### config.mk
export PLATFORM = sky130hd
export DESIGN_NAME = rmq_queue
export DESIGN_NICKNAME = d
export VERILOG_FILES = /design/src/rtl/core/rmq_pkg.sv /design/src/rtl/core/rmq_queue.sv
export SDC_FILE = /design/constraint.sdc
export NUM_CORES = 1
export LEC_CHECK = 0
export BUFFER_PORTS_ARGS = -buffer_cell sky130_fd_sc_hd__buf_2
export CAP_MARGIN = 25
export CORE_UTILIZATION = 60
export DETAILED_ROUTE_END_ITERATION = 10
export HOLD_SLACK_MARGIN = 0.12
export PLACE_DENSITY_LB_ADDON = 0.05
export SLEW_MARGIN = 10
export SYNTH_ARGS = -nofsm -noshare
export SYNTH_HDL_FRONTEND = slang
export SYNTH_SLANG_ARGS = --single-unit
### constraint.sdc
create_clock -name clk -period 4.7 [get_ports clk]
set_clock_uncertainty 0.1 [all_clocks]
set_input_delay 0.705 -clock clk [delete_from_list [all_inputs] [get_ports clk]]
set_output_delay 0.705 -clock clk [all_outputs]
set_load 0.02 [all_outputs]
### src/rtl/core/rmq_pkg.sv
// ----------------------------------------------------------------------------
// rmq_pkg
// Types and constants shared by the rotation matrix to quaternion block.
// ----------------------------------------------------------------------------
package rmq_pkg;

    localparam int DATA_W     = 16;   // Q2.14 word
    localparam int SUM_W      = 18;   // exact trace / diagonal differences
    localparam int S_W        = 17;   // root argument, always positive
    localparam int PAIR_W     = 17;   // off-diagonal sum or difference
    localparam int ROOT_W     = 16;   // integer square root of s << 14
    localparam int SQ_REM_W   = 19;   // square root partial remainder
    localparam int BIGV_W     = 16;   // rounded root value
    localparam int FIFO_DEPTH = 4;
    localparam int COEF_WIDTH_DEF = 16;
    localparam int ONE_Q14    = 16384;
    localparam int Q_MAX      = 32767;
    localparam int Q_NEG_MAG  = 32768;

    typedef struct packed {
        logic signed [DATA_W-1:0] m00;
        logic signed [DATA_W-1:0] m01;
        logic signed [DATA_W-1:0] m02;
        logic signed [DATA_W-1:0] m10;
        logic signed [DATA_W-1:0] m11;
        logic signed [DATA_W-1:0] m12;
        logic signed [DATA_W-1:0] m20;
        logic signed [DATA_W-1:0] m21;
        logic signed [DATA_W-1:0] m22;
    } mat_t;

    typedef struct packed {
        logic signed [DATA_W-1:0] qx;
        logic signed [DATA_W-1:0] qy;
        logic signed [DATA_W-1:0] qz;
        logic signed [DATA_W-1:0] qw;
    } quat_t;

    // which component carries the root
    typedef enum logic [1:0] {
        PICK_W = 2'd0,
        PICK_X = 2'd1,
        PICK_Y = 2'd2,
        PICK_Z = 2'd3
    } pick_t;

    // classified item handed from front to back
    typedef struct packed {
        pick_t                         pick;
        logic [S_W-1:0]                s;
        logic [3:0][PAIR_W-1:0]        pr;   // pair per output slot, qx first
    } job_t;

    // output slot that takes the root for a given pick
    function automatic logic [1:0] root_slot(input pick_t p);
        logic [1:0] r;
        case (p)
            PICK_W:  r = 2'd3;
            PICK_X:  r = 2'd0;
            PICK_Y:  r = 2'd1;
            PICK_Z:  r = 2'd2;
            default: r = 2'd3;
        endcase
        return r;
    endfunction

endpackage

### src/rtl/core/rmq_queue.sv
// ----------------------------------------------------------------------------
// rmq_queue
// Short queue of classified items between front and back.
// ----------------------------------------------------------------------------
module rmq_queue
    import rmq_pkg::*;
(
    input  logic clk,
    input  logic rst_n,
    input  logic push,
    input  job_t push_job,
    input  logic pop,
    output logic full,
    output logic empty,
    output job_t head
);

    localparam int PTR_W = $clog2(FIFO_DEPTH);
    localparam int CNT_W = $clog2(FIFO_DEPTH + 1);

    job_t             mem [FIFO_DEPTH];
    logic [PTR_W-1:0] wr_ptr_reg, wr_ptr_next, rd_ptr_reg, rd_ptr_next;
    logic [CNT_W-1:0] cnt_reg, cnt_next;
    logic             do_pop;

    assign full   = (cnt_reg == CNT_W'(FIFO_DEPTH));
    assign empty  = (cnt_reg == '0);
    assign do_pop = pop && !empty;
    assign head   = mem[rd_ptr_reg];

    // pointer and count update
    always_comb
    begin
        wr_ptr_next = wr_ptr_reg;
        rd_ptr_next = rd_ptr_reg;
        cnt_next    = cnt_reg;
        if (push)
        begin
            wr_ptr_next = wr_ptr_reg + PTR_W'(1);
        end
        if (do_pop)
        begin
            rd_ptr_next = rd_ptr_reg + PTR_W'(1);
        end
        if (push && !do_pop)
        begin
            cnt_next = cnt_reg + CNT_W'(1);
        end
        else if (!push && do_pop)
        begin
            cnt_next = cnt_reg - CNT_W'(1);
        end
    end

    always_ff @(posedge clk or negedge rst_n)
    begin
        if (!rst_n)
        begin
            wr_ptr_reg <= '0;
            rd_ptr_reg <= '0;
            cnt_reg    <= '0;
        end
        else
        begin
            wr_ptr_reg <= wr_ptr_next;
            rd_ptr_reg <= rd_ptr_next;
            cnt_reg    <= cnt_next;
        end
    end

    // storage
    always_ff @(posedge clk)
    begin
        if (push)
        begin
            mem[wr_ptr_reg] <= push_job;
        end
    end

`ifndef SYNTH
    a_cnt_bound: assert property (@(posedge clk) disable iff (!rst_n)
        cnt_reg <= CNT_W'(FIFO_DEPTH))
        else $error("queue count beyond depth");
    a_no_push_full: assert property (@(posedge clk) disable iff (!rst_n)
        full |-> !push)
        else $error("push into full queue");
`endif

endmodule

# --- Word level (Yosys, flattened, before mapping) ---
# Memory sizes are Yosys's and may differ from the RTL's.
# Index checks and enable logic that the tools add are counted.
totals:
  regBits: 7
  latch_bits: 0
  ramBits: 348
  rom_bits: 0
  input_bits: 91
  output_inout_bits: 89
  elab_cells: 21
  mem_count: 1
op_classes:
  addsub: 4
  mul: 0
  div_mod_pow: 0
  n_lt_le_gt_ge: 0
  n_eq_ne: 1
  shift: 0
  muxes: 4
  bitwise: 0
  n_reduce_logical: 8
memory_table:
  columns: ["name", "depth", "word_bits", "rd", "rd_clocked_by_memory_dff", "write_ports", "line_no", "rtl"]
  rows:
  - ["mem", 4, 87, 1, 0, 1, "rmq_queue.sv:21", "job_t mem [FIFO_DEPTH];"]
op_table:
  columns: ["cell", "count"]
  rows:
  - ["3-bit 2-to-1 mux", 2]
  - ["2-bit by 1-bit adder with 2-bit output (second input constant)", 2]
  - ["3-bit by 1-bit adder with 3-bit output (second input constant)", 1]
  - ["3-bit equality test (second input constant)", 1]
  - ["1-bit logical AND", 3]
  - ["1-bit zero test", 3]
  - ["3-bit zero test", 1]
  - ["3-bit by 1-bit subtractor with 3-bit output (second input constant)", 1]
  - ["1-bit 2-to-1 mux", 2]
  - ["2-bit nonzero test", 1]

# --- Depth between registers and ports, before layout ---
# Gate-level depths: netlist (run 1).
logic_depth:
  depth_word: 6
  ltp_mapped: 8
  depth_no_buf: 8

# --- Worst setup path before layout (run 1) ---
# Ideal clock, no wire load.
synth_timing:
  kind: "in2reg"
  from: "in push"
  to: "mem mem[2][0] (netlist name) (enable)"
  setup_ps: 455
  arrival_ps: 2724
  required_ps: 4145
  path_slack_ps: 1421
  cell_stages: 1
  cell_sequence: "and2_1"
synth_between:
  elab_chain_len: 2
synth_rtl:
  columns: ["element", "line_no", "rtl"]
  rows:
  - ["from (decl)", "rmq_queue.sv:10", "input logic push,"]
  - ["1-bit 2-to-1 mux", "rmq_queue.sv:74", "if (push)"]
  - ["1-bit 2-to-1 mux (implied by the code)", "rmq_queue.sv:76", "mem[wr_ptr_reg] <= push_job;"]
  - ["to (decl)", "rmq_queue.sv:21", null]
# No other way between the ends.

==> impl_metrics.ini, run 1 <==
[global_routing]
grtUsageMet3_pct = 5.20
grt_pass1_wl_mm = 34.5
met1_usage_pct = 28.5
grt_start_max_net_pins = 64
grt_usage_pct = 21.5
top_usage_layer = met2
gr-usage-met2_pct = 35.4
grt_pass1_vias = 6073
grt-ovfl-total = 0
antenna_found_initial = 3

[place]
portBuffers = 179
place_inst = 937
post-dp-hpwl_mm = 13.5
gp_congestion = 0.698

[cts]
cts_resized = 0
cts_htree_levels = 2
numClockSinks = 355
worstSkewPairLatency_ns = 0.50
cts-buffers-inserted = 36
clk_pin_slew_ns = 0.06
cts_buffer_depth = 3
post-cts-setup-buffer-count = 0
postCtsHoldBufs = 1
cts_tree = done
clockRootBuffer = clkbuf_16

[sta]
final_max_slew_viol_count = 0
finalHoldViolCount = 0
worstMarginPinSlew_ns = 0.968
fin_crit_ns = 3.50
rsz0062_at_grt = no
timing.fmax_ghz = 0.285
slew_headroom_pct = 35.4
finalSetupViolCount = 0
final.setup.tns_ns = 0
period_share_pct = 74.5

[yosys]
synth.distinct_cells = 21
ys_seq_area_share_pct = 82.0
syn_area_per_cell_sq_um = 26.4
yosysWarnings = 0
synth.net_count = 587
ys_ff_latch = 355
netlist_instances = 490
syn-cell-area_sq_um = 13000

[cells_and_area]
fillers = 1222
nNetsFinal = 798
layoutNonFillerInstCount = 1002
drive_gt1_share_pct = 45.7
area.growth.synth_to_final_pct = 18.3
largest_register_ffs = 348

[hold_path]
hold_path.class = input pin to register

[route]
viasPerCell = 5.77
wl_per_cell_microns = 22.7
ant_nets = 0
drc = 0
firstDrtPassIters = 4
wl_mm = 22.8
vias = 5782
drtIter0Drc = 377

[setup_path]
crit_arrival_ns = 2.70
worst_ep_required_time_ns = 3.89
r2r_cells = 8
timing.rr.end = cnt_reg[2]
r2r-start = cnt_reg[0]
path_class = register to output pin
cp_slowest_cell = dfrtp_4
startpoint = rd_ptr_reg[0]
cp_max_fo = 33
crit_cells = 3
crit_path_max_incr_delay_ns = 0.86
crit_path_end = head[47]
crit_chain = buf_4 > mux4_2 > buf_2
start_kind = register
crit_family = flip-flops
critPathBufInv = 2
cp-end-kind = output pin
r2r_slack_ns = 2.28

[die]
io_pins = 180
design.die.area_sq_um = 22200
die_w_microns = 149
die_h_microns = 149
core_area_sq_um = 21100
initial_utilization_pct = 61.5
rows = 53

[power_and_ir_drop]
clkPwrFrac_pct = 26.8
switching_share_pct = 30.4
ir_worst_vdd_mv = 0.432
switching_power_mw = 3.08
p_per_area_nw_per_um2 = 661
p_int_mw = 7.05
total_power_mw = 10.1
leakage_nw = 5.29
p_comb_share_pct = 29.7
seq_power_share_pct = 43.5

[status]
status = complete, no violations

[run]
drv_cap = 0
==> layout make-up <==
type,count,area (sq um),share of cell area [%]
antenna,2,5.00,0.0326
clock buffer,51,998,6.51
clock inverter,11,126,0.824
inverter,4,15.0,0.0979
multi-input combinational,111,2180,14.2
sequential,355,10600,69.3
tap,275,344,2.24
timing repair buffer,193,1040,6.76
==> cells by family (layout without fill, tap and decap cells) <==
kind of cell    count (synthesis)  in the layout  share of synthesized area [%]
other cells                     0              2                              0
flops                         355            355                           82.0
fa+ha+maj                       6              6                          0.637
mux                            88             88                           15.2
xor+xnor                        6              6                          0.406
simple gates                   10             10                          0.425
buf+inv                        24            259                           1.29
compound gates                  1              1                         0.0386
==> how the worst min path moves through the flow <==
stage                       startpoint    endpoint  cells past startpoint
after CTS                 push_job[74]  mem[0][74]                      1
after floorplan                  rst_n  cnt_reg[0]                      0
final                      push_job[3]   mem[1][3]                      1
after detailed placement    cnt_reg[2]  cnt_reg[2]                      1
after global routing      push_job[74]  mem[0][74]                      1
after global placement      cnt_reg[2]  cnt_reg[2]                      1
==> Yosys cell counts (all sizes together) <==
cell / instances / area, sq um
inv: 4 / 15.0
nor2: 1 / 3.75
clkbuf: 5 / 18.8
buf: 15 / 134
ha: 5 / 62.6
and2: 4 / 25.0
o21ai: 1 / 5.00
fa: 1 / 20.0
nand3: 1 / 5.00
nand2: 2 / 7.51
dfrtp: 7 / 175
mux2: 1 / 11.3
xor2: 3 / 26.3
or3: 1 / 6.26
xnor2: 3 / 26.3
mux4: 87 / 1960
edfxtp: 348 / 10500
nor3b: 1 / 7.51
==> power by group through the flow <==
stage          Clock (mW)  Sequential, mW  Combinational, mW
3_3_place_gp            0            4.54               2.91
2_1_floorplan           0            4.34               2.26
4_1_cts              2.76            4.42               3.08
6_report             2.71            4.41               3.01
5_1_grt              2.86            4.47               3.22
3_5_place_dp            0            4.48               3.06
==> worst reg2reg max path: cells and delay by family, from the launching register on <==
family	cells	cell delay, ns
DFF	1	0.44
buffers and inverters	1	0.09
xor gates and xnor gates	2	0.36
adders and majority gates	2	0.60
and+or+nand+nor	3	0.74
==> routing by layer <==
| metal | routed length, microns | vias to the layer above | part of all wire (%) |
|---|---|---|---|
| met3 | 1470 | 40 | 6.4 |
| met4 | 485 | 2 | 2.1 |
| met5 | 13 | - | 0.057 |
| met1 | 9200 | 3025 | 40 |
| met2 | 11600 | 184 | 51 |
| li1 | - | 2531 | - |
==> per-stage QoR <==
stage / area [sq um] / setup slack, ns / utilization [%] / hold WS [ns]
CTS: 15300 / 1.07 / 72.7 / 0.288
finish: 15300 / 1.20 / 72.7 / 0.307
detailed placement: 14200 / 1.62 / 67.3 / 0.374
global route: 15300 / 0.955 / 72.7 / 0.296
floorplan: 13000 / 1.42 / - / 0.309
global placement: 14200 / 1.62 / 67.2 / 0.362
==> placed cells by master (no fill, tap or decap), drive strengths merged <==
| cell | instances |
|---|---|
| and2 | 4 |
| buf | 192 |
| bufinv | 3 |
| clkbuf | 51 |
| clkinv | 7 |
| clkinvlp | 1 |
| dfrtp | 7 |
| diode | 2 |
| dlygate4sd3 | 1 |
| edfxtp | 348 |
| fa | 1 |
| ha | 5 |
| inv | 4 |
| mux2 | 1 |
| mux4 | 87 |
| nand2 | 2 |
| nand3 | 1 |
| nor2 | 1 |
| nor3b | 1 |
| o21ai | 1 |
| or3 | 1 |
| xnor2 | 3 |
| xor2 | 3 |
Power figures use the tool's default switching activity.
==> run 2: changes to the inputs <==
--- a/config.mk
+++ b/config.mk
@@ -5,9 +5,10 @@
 export SDC_FILE = /design/constraint.sdc
 export NUM_CORES = 1
 export LEC_CHECK = 0
+export ABC_AREA = 1
 export BUFFER_PORTS_ARGS = -buffer_cell sky130_fd_sc_hd__buf_2
 export CAP_MARGIN = 25
-export CORE_UTILIZATION = 60
+export CORE_UTILIZATION = 58
 export DETAILED_ROUTE_END_ITERATION = 10
 export HOLD_SLACK_MARGIN = 0.12
 export PLACE_DENSITY_LB_ADDON = 0.05
==> constraint.sdc (replaced) <==
create_clock -name clk -period 3.47 [get_ports clk]
set_clock_uncertainty 0.1 [all_clocks]
set_input_delay 0.5205 -clock clk [delete_from_list [all_inputs] [get_ports clk]]
set_output_delay 0.5205 -clock clk [all_outputs]
set_load 0.02 [all_outputs]
==> impl_metrics.ini, run 2 <==
[setup_path]
cp-end-kind = output pin
start_kind = register
crit_arrival_ns = 2.27
path_class = register to output pin
cp_max_fo = 97
worst_ep_required_time_ns = 2.85

[place]
pre_cts_ws_ns = 1.14
placed_area_sq_um = 15400
portBuffers = 179
place_inst = 1530
post-dp-hpwl_mm = 15.6
gp_congestion = 0.728

[route]
viasPerCell = 5.13
drc = 0
wl_per_cell_microns = 16.3
vias = 8421
ant_nets = 0
firstDrtPassIters = 5
drtIter0Drc = 509
wl_mm = 26.8

[yosys]
synth_top_area_share_pct = 73.6
async_flop_share_pct = 1.97
ys_seq_area_share_pct = 74.8
ys_top_cells_by_area = edfxtp_1 74%, o211ai_1 9.2%, nand2_1 7.4%, inv_1 4.9%, dfrtp_1 1.2%
yosys.area_share.simple_pct = 7.64
synth.net_count = 1168
synth_fa_ha_area_share_pct = 0.581
synth.distinct_cells = 20
synthFlopType = edfxtp_1
yosysTopAreaCell = edfxtp_1
netlist_instances = 1071
yosysMostFrequentCell = edfxtp_1
synth-edff-count = 348
syn-cell-area_sq_um = 14200
synth_top_family_by_area = compound AO/OA/AOI/OAI gates
synth-xor-area-share_pct = 0.123
synth_commonest_cells = 348 x edfxtp_1, 281 x nand2_1, 186 x inv_1
yosysWarnings = 0
syn_area_per_cell_sq_um = 13.3
synth_compound_area_share_pct = 9.23
ys_ff_latch = 355
synth.area.mux_share_pct = 0

[die]
design.die.area_sq_um = 25100
die_w_microns = 158
die_h_microns = 158
initial_utilization_pct = 59.8
core_area_sq_um = 23800
io_pins = 180
rows = 56

[sta]
worstMarginPinSlew_ns = 0.647
rsz0062_at_grt = no
slew_headroom_pct = 56.9
final.setup.tns_ns = 0
period_share_pct = 83.2
final_max_slew_viol_count = 0
timing.fmax_ghz = 0.346
fin_ws_ns = 0.583
finalSetupViolCount = 0
fin_crit_ns = 2.89
hold_slack_ns = 0.135
finalHoldViolCount = 0

[cells_and_area]
postLayoutCellArea_sq_um = 16900
final_common_cell = edfxtp_1
drive_gt1_share_pct = 19.1
largest_register_ffs = 348
fin_util_pct = 71.2
layoutNonFillerInstCount = 1642
nNetsFinal = 1389
area.growth.synth_to_final_pct = 19.1
most-common-layout-cells = 348 x edfxtp_1, 281 x nand2_1, 182 x inv_1, 179 x buf_2, 174 x o211ai_1

[power_and_ir_drop]
p_per_area_nw_per_um2 = 862
seq_power_share_pct = 40.0
ir_worst_vdd_mv = 0.637
switching_share_pct = 36.5
switching_power_mw = 5.32
leakage_nw = 6.90
clkPwrFrac_pct = 24.4
p_int_mw = 9.26
p_comb_share_pct = 35.6
total_power_mw = 14.6

[global_routing]
met1_usage_pct = 27.6
grt_pass1_wl_mm = 41.3
grt-ovfl-total = 0
grtUsageMet3_pct = 4.60
grt_pass1_vias = 8112
grt_usage_pct = 22.0
antenna_found_initial = 4
grt_start_max_net_pins = 98
gr-usage-met2_pct = 37.8
top_usage_layer = met2

[cts]
cts_htree_levels = 2
worstSkewPairLatency_ns = 0.50
cts_tree = done
post-cts-setup-buffer-count = 0
clk_pin_slew_ns = 0.06
clockRootBuffer = clkbuf_16
cts_buffer_depth = 3
numClockSinks = 355
cts-buffers-inserted = 36

[hold_path]
hold_path.class = input pin to register

[status]
status = complete, no violations

[run]
drv_cap = 0
run 2: worst max-delay path, stage by stage (launching register included):
cell,delay (ns)
dfrtp_1,0.45
inv_8,0.40
buf_12,0.33
nand2_1,0.10
o211ai_1,0.10
nand2_1,0.10
buf_2,0.17
run 2: path summary, 6_finish.rpt:
kind                               start             to  slack [ns]  cells past startpoint
max                        rd_ptr_reg[0]        head[3]        0.58                      6
min                         push_job[53]     mem[1][53]        0.14                      1
max reg2reg                wr_ptr_reg[0]     mem[2][11]        1.40                      5
min reg2reg                   cnt_reg[2]     cnt_reg[2]        0.37                      2
max in group asynchronous          rst_n  rd_ptr_reg[1]        2.81                      2
min in group asynchronous          rst_n     cnt_reg[2]        0.28                      2
run 2: final cells by class:
type / instances / area (sq um)
antenna: 5 / 12.5
clock buffer: 41 / 941
clock inverter: 23 / 149
fill: 1623 / 6830
inverter: 188 / 724
multi-input combinational: 470 / 2500
sequential: 355 / 10600
tap: 319 / 399
timing repair buffer: 241 / 1570
run 2: layer usage:
metal	part of all wire, %	vias to the layer above
met3	6.2	50
met4	2.5	2
li1	-	4191
met1	42	3973
met5	0.048	-
met2	50	205
run 2: logic make-up after synthesis:
logic type,after synthesis
buf+inv,246
xor+xnor,2
fa+ha+maj,6
flops,355
compound gates,175
simple gates,287
run 2: what timing repair did:
item,CTS,global route
gates resized for setup,0,0
hold buffers,43,0
endpoints found under the hold margin,167,0
run 2: power by group through the flow:
stage	clock network, mW	registers, mW	logic [mW]
detailed placement	0	5.92	5.20
finish	3.56	5.83	5.19
global placement	0	5.90	5.13
floorplan	0	5.89	3.68
CTS	3.63	5.83	5.27
global route	3.78	5.90	5.75
==> run 3: changes to the inputs <==
==> constraint.sdc (replaced) <==
create_clock -name clk -period 2.9 [get_ports clk]
set_clock_uncertainty 0.1 [all_clocks]
set_input_delay 0.435 -clock clk [delete_from_list [all_inputs] [get_ports clk]]
set_output_delay 0.435 -clock clk [all_outputs]
set_load 0.02 [all_outputs]
==> impl_metrics.ini, run 3 (synthesis results as in run 2) <==
[cts]
clockRootBuffer = clkbuf_16
clk_pin_slew_ns = 0.06
worstSkewPairLatency_ns = 0.50
cts-buffers-inserted = 37
post-cts-setup-buffer-count = 0
cts_buffer_depth = 3
cts_resized = 0
cts_htree_levels = 2
numClockSinks = 355
cts_tree = done

[sta]
final.setup.tns_ns = 0
finalSetupViolCount = 0
fin_crit_ns = 2.65
timing.fmax_ghz = 0.377
period_share_pct = 91.5
finalHoldViolCount = 0
rsz0062_at_grt = no
slew_headroom_pct = 51.6
hold_slack_ns = 0.155
worstMarginPinSlew_ns = 0.726
final_max_slew_viol_count = 0

[place]
place_inst = 1527
portBuffers = 179
post-dp-hpwl_mm = 15.1
placed_area_sq_um = 15400
gp_congestion = 0.722

[setup_path]
r2r_cells = 5
worst_ep_required_time_ns = 2.37
cp-end-kind = output pin
critPathBufInv = 3
crit_family = buffers and inverters
r2r_slack_ns = 0.78
startpoint = rd_ptr_reg[0]
crit_chain = inv_8 > buf_12 > nand2_1 > o211ai_1 > nand2_1 > buf_2
path_class = register to output pin
start_kind = register
crit_arrival_ns = 2.12
cp_max_fo = 73
timing.rr.end = mem[2][20]
crit_path_end = head[27]
r2r-start = wr_ptr_reg[0]
crit_path_max_incr_delay_ns = 0.45
path_common_cell = nand2_1
cp_slowest_cell = dfrtp_1
crit_cells = 6

[power_and_ir_drop]
ir_worst_vdd_mv = 0.711
p_per_area_nw_per_um2 = 1020
leakage_nw = 7.07
total_power_mw = 17.7

[global_routing]
grt_pass1_vias = 8382
grt_pass1_wl_mm = 42.0
grt_start_max_net_pins = 89
grt_usage_pct = 22.2
antenna_found_initial = 1
grt-ovfl-total = 0

[route]
vias = 8642
drtIter0Drc = 457
ant_nets = 0
drc = 0
wl_per_cell_microns = 16.2
wl_mm = 27.3
firstDrtPassIters = 5
viasPerCell = 5.14

[die]
design.die.area_sq_um = 25100
initial_utilization_pct = 59.8
rows = 56
die_w_microns = 158
core_area_sq_um = 23800
die_h_microns = 158
io_pins = 180

[hold_path]
hold_path.class = input pin to register

[cells_and_area]
most-common-layout-cells = 348 x edfxtp_1, 281 x nand2_1, 182 x inv_1, 179 x buf_2, 174 x o211ai_1
final_common_cell = edfxtp_1
fillers = 1581
nNetsFinal = 1433
area.growth.synth_to_final_pct = 22.7
layoutNonFillerInstCount = 1682
postLayoutCellArea_sq_um = 17400
largest_register_ffs = 348
drive_gt1_share_pct = 18.4

[run]
drv_cap = 0

[status]
status = complete, no violations
run 3: changes by cell type in the layout (fill, tap and decap cells not counted), sizes merged:
cell	before	now
dlygate4sd3	43	89
clkinv	22	14
clkbuf	41	48
clkinvlp	0	5
diode	5	1
buf	198	195
inv	187	184
run 3: final cells by class:
class	instances	area [sq um]	area share, %
multi-input combinational	470	2500	14.3
sequential	355	10600	61.0
antenna	1	2.50	0.0144
tap	319	399	2.29
inverter	188	729	4.19
timing repair buffer	284	2030	11.7
clock inverter	17	131	0.754
clock buffer	48	1010	5.79
run 3: worst min path at each step:
stage               endpoint  cells after the start   from  slack [ns]
5_1_grt        wr_ptr_reg[0]                      2   push        0.16
6_report       wr_ptr_reg[0]                      2   push        0.16
3_5_place_dp      cnt_reg[1]                      1  rst_n        0.19
4_1_cts        wr_ptr_reg[0]                      2   push        0.14
3_3_place_gp      cnt_reg[0]                      1  rst_n        0.18
2_1_floorplan     cnt_reg[0]                      0  rst_n        0.04
run 3: power breakdown:
part / internal (mW) / switching [mW] / total (mW)
combinational: 1.94 / 4.39 / 6.32
sequential: 6.71 / 0.233 / 6.95
clock: 2.63 / 1.80 / 4.42
total: 11.3 / 6.41 / 17.7
run 3: stage by stage:
| step | utilization, % | setup slack [ns] |
|---|---|---|
| after floorplan | - | 0.412 |
| after global placement | 64.8 | 0.824 |
| after detailed placement | 64.8 | 0.772 |
| after CTS | 73.4 | 0.223 |
| after global routing | 73.4 | 0.0964 |
| final | 73.4 | 0.246 |
run 3: what timing repair did:
item,CTS,global route
hold buffers,89,0
setup endpoints to repair,0,0
endpoints found under the hold margin,356,0
run 3: layer usage:
metal  GRT usage, %  share of wire (%)
met5              0                  0
met4           6.36                1.9
met3           4.44                5.9
met2           39.3                 49
met1           27.6                 43
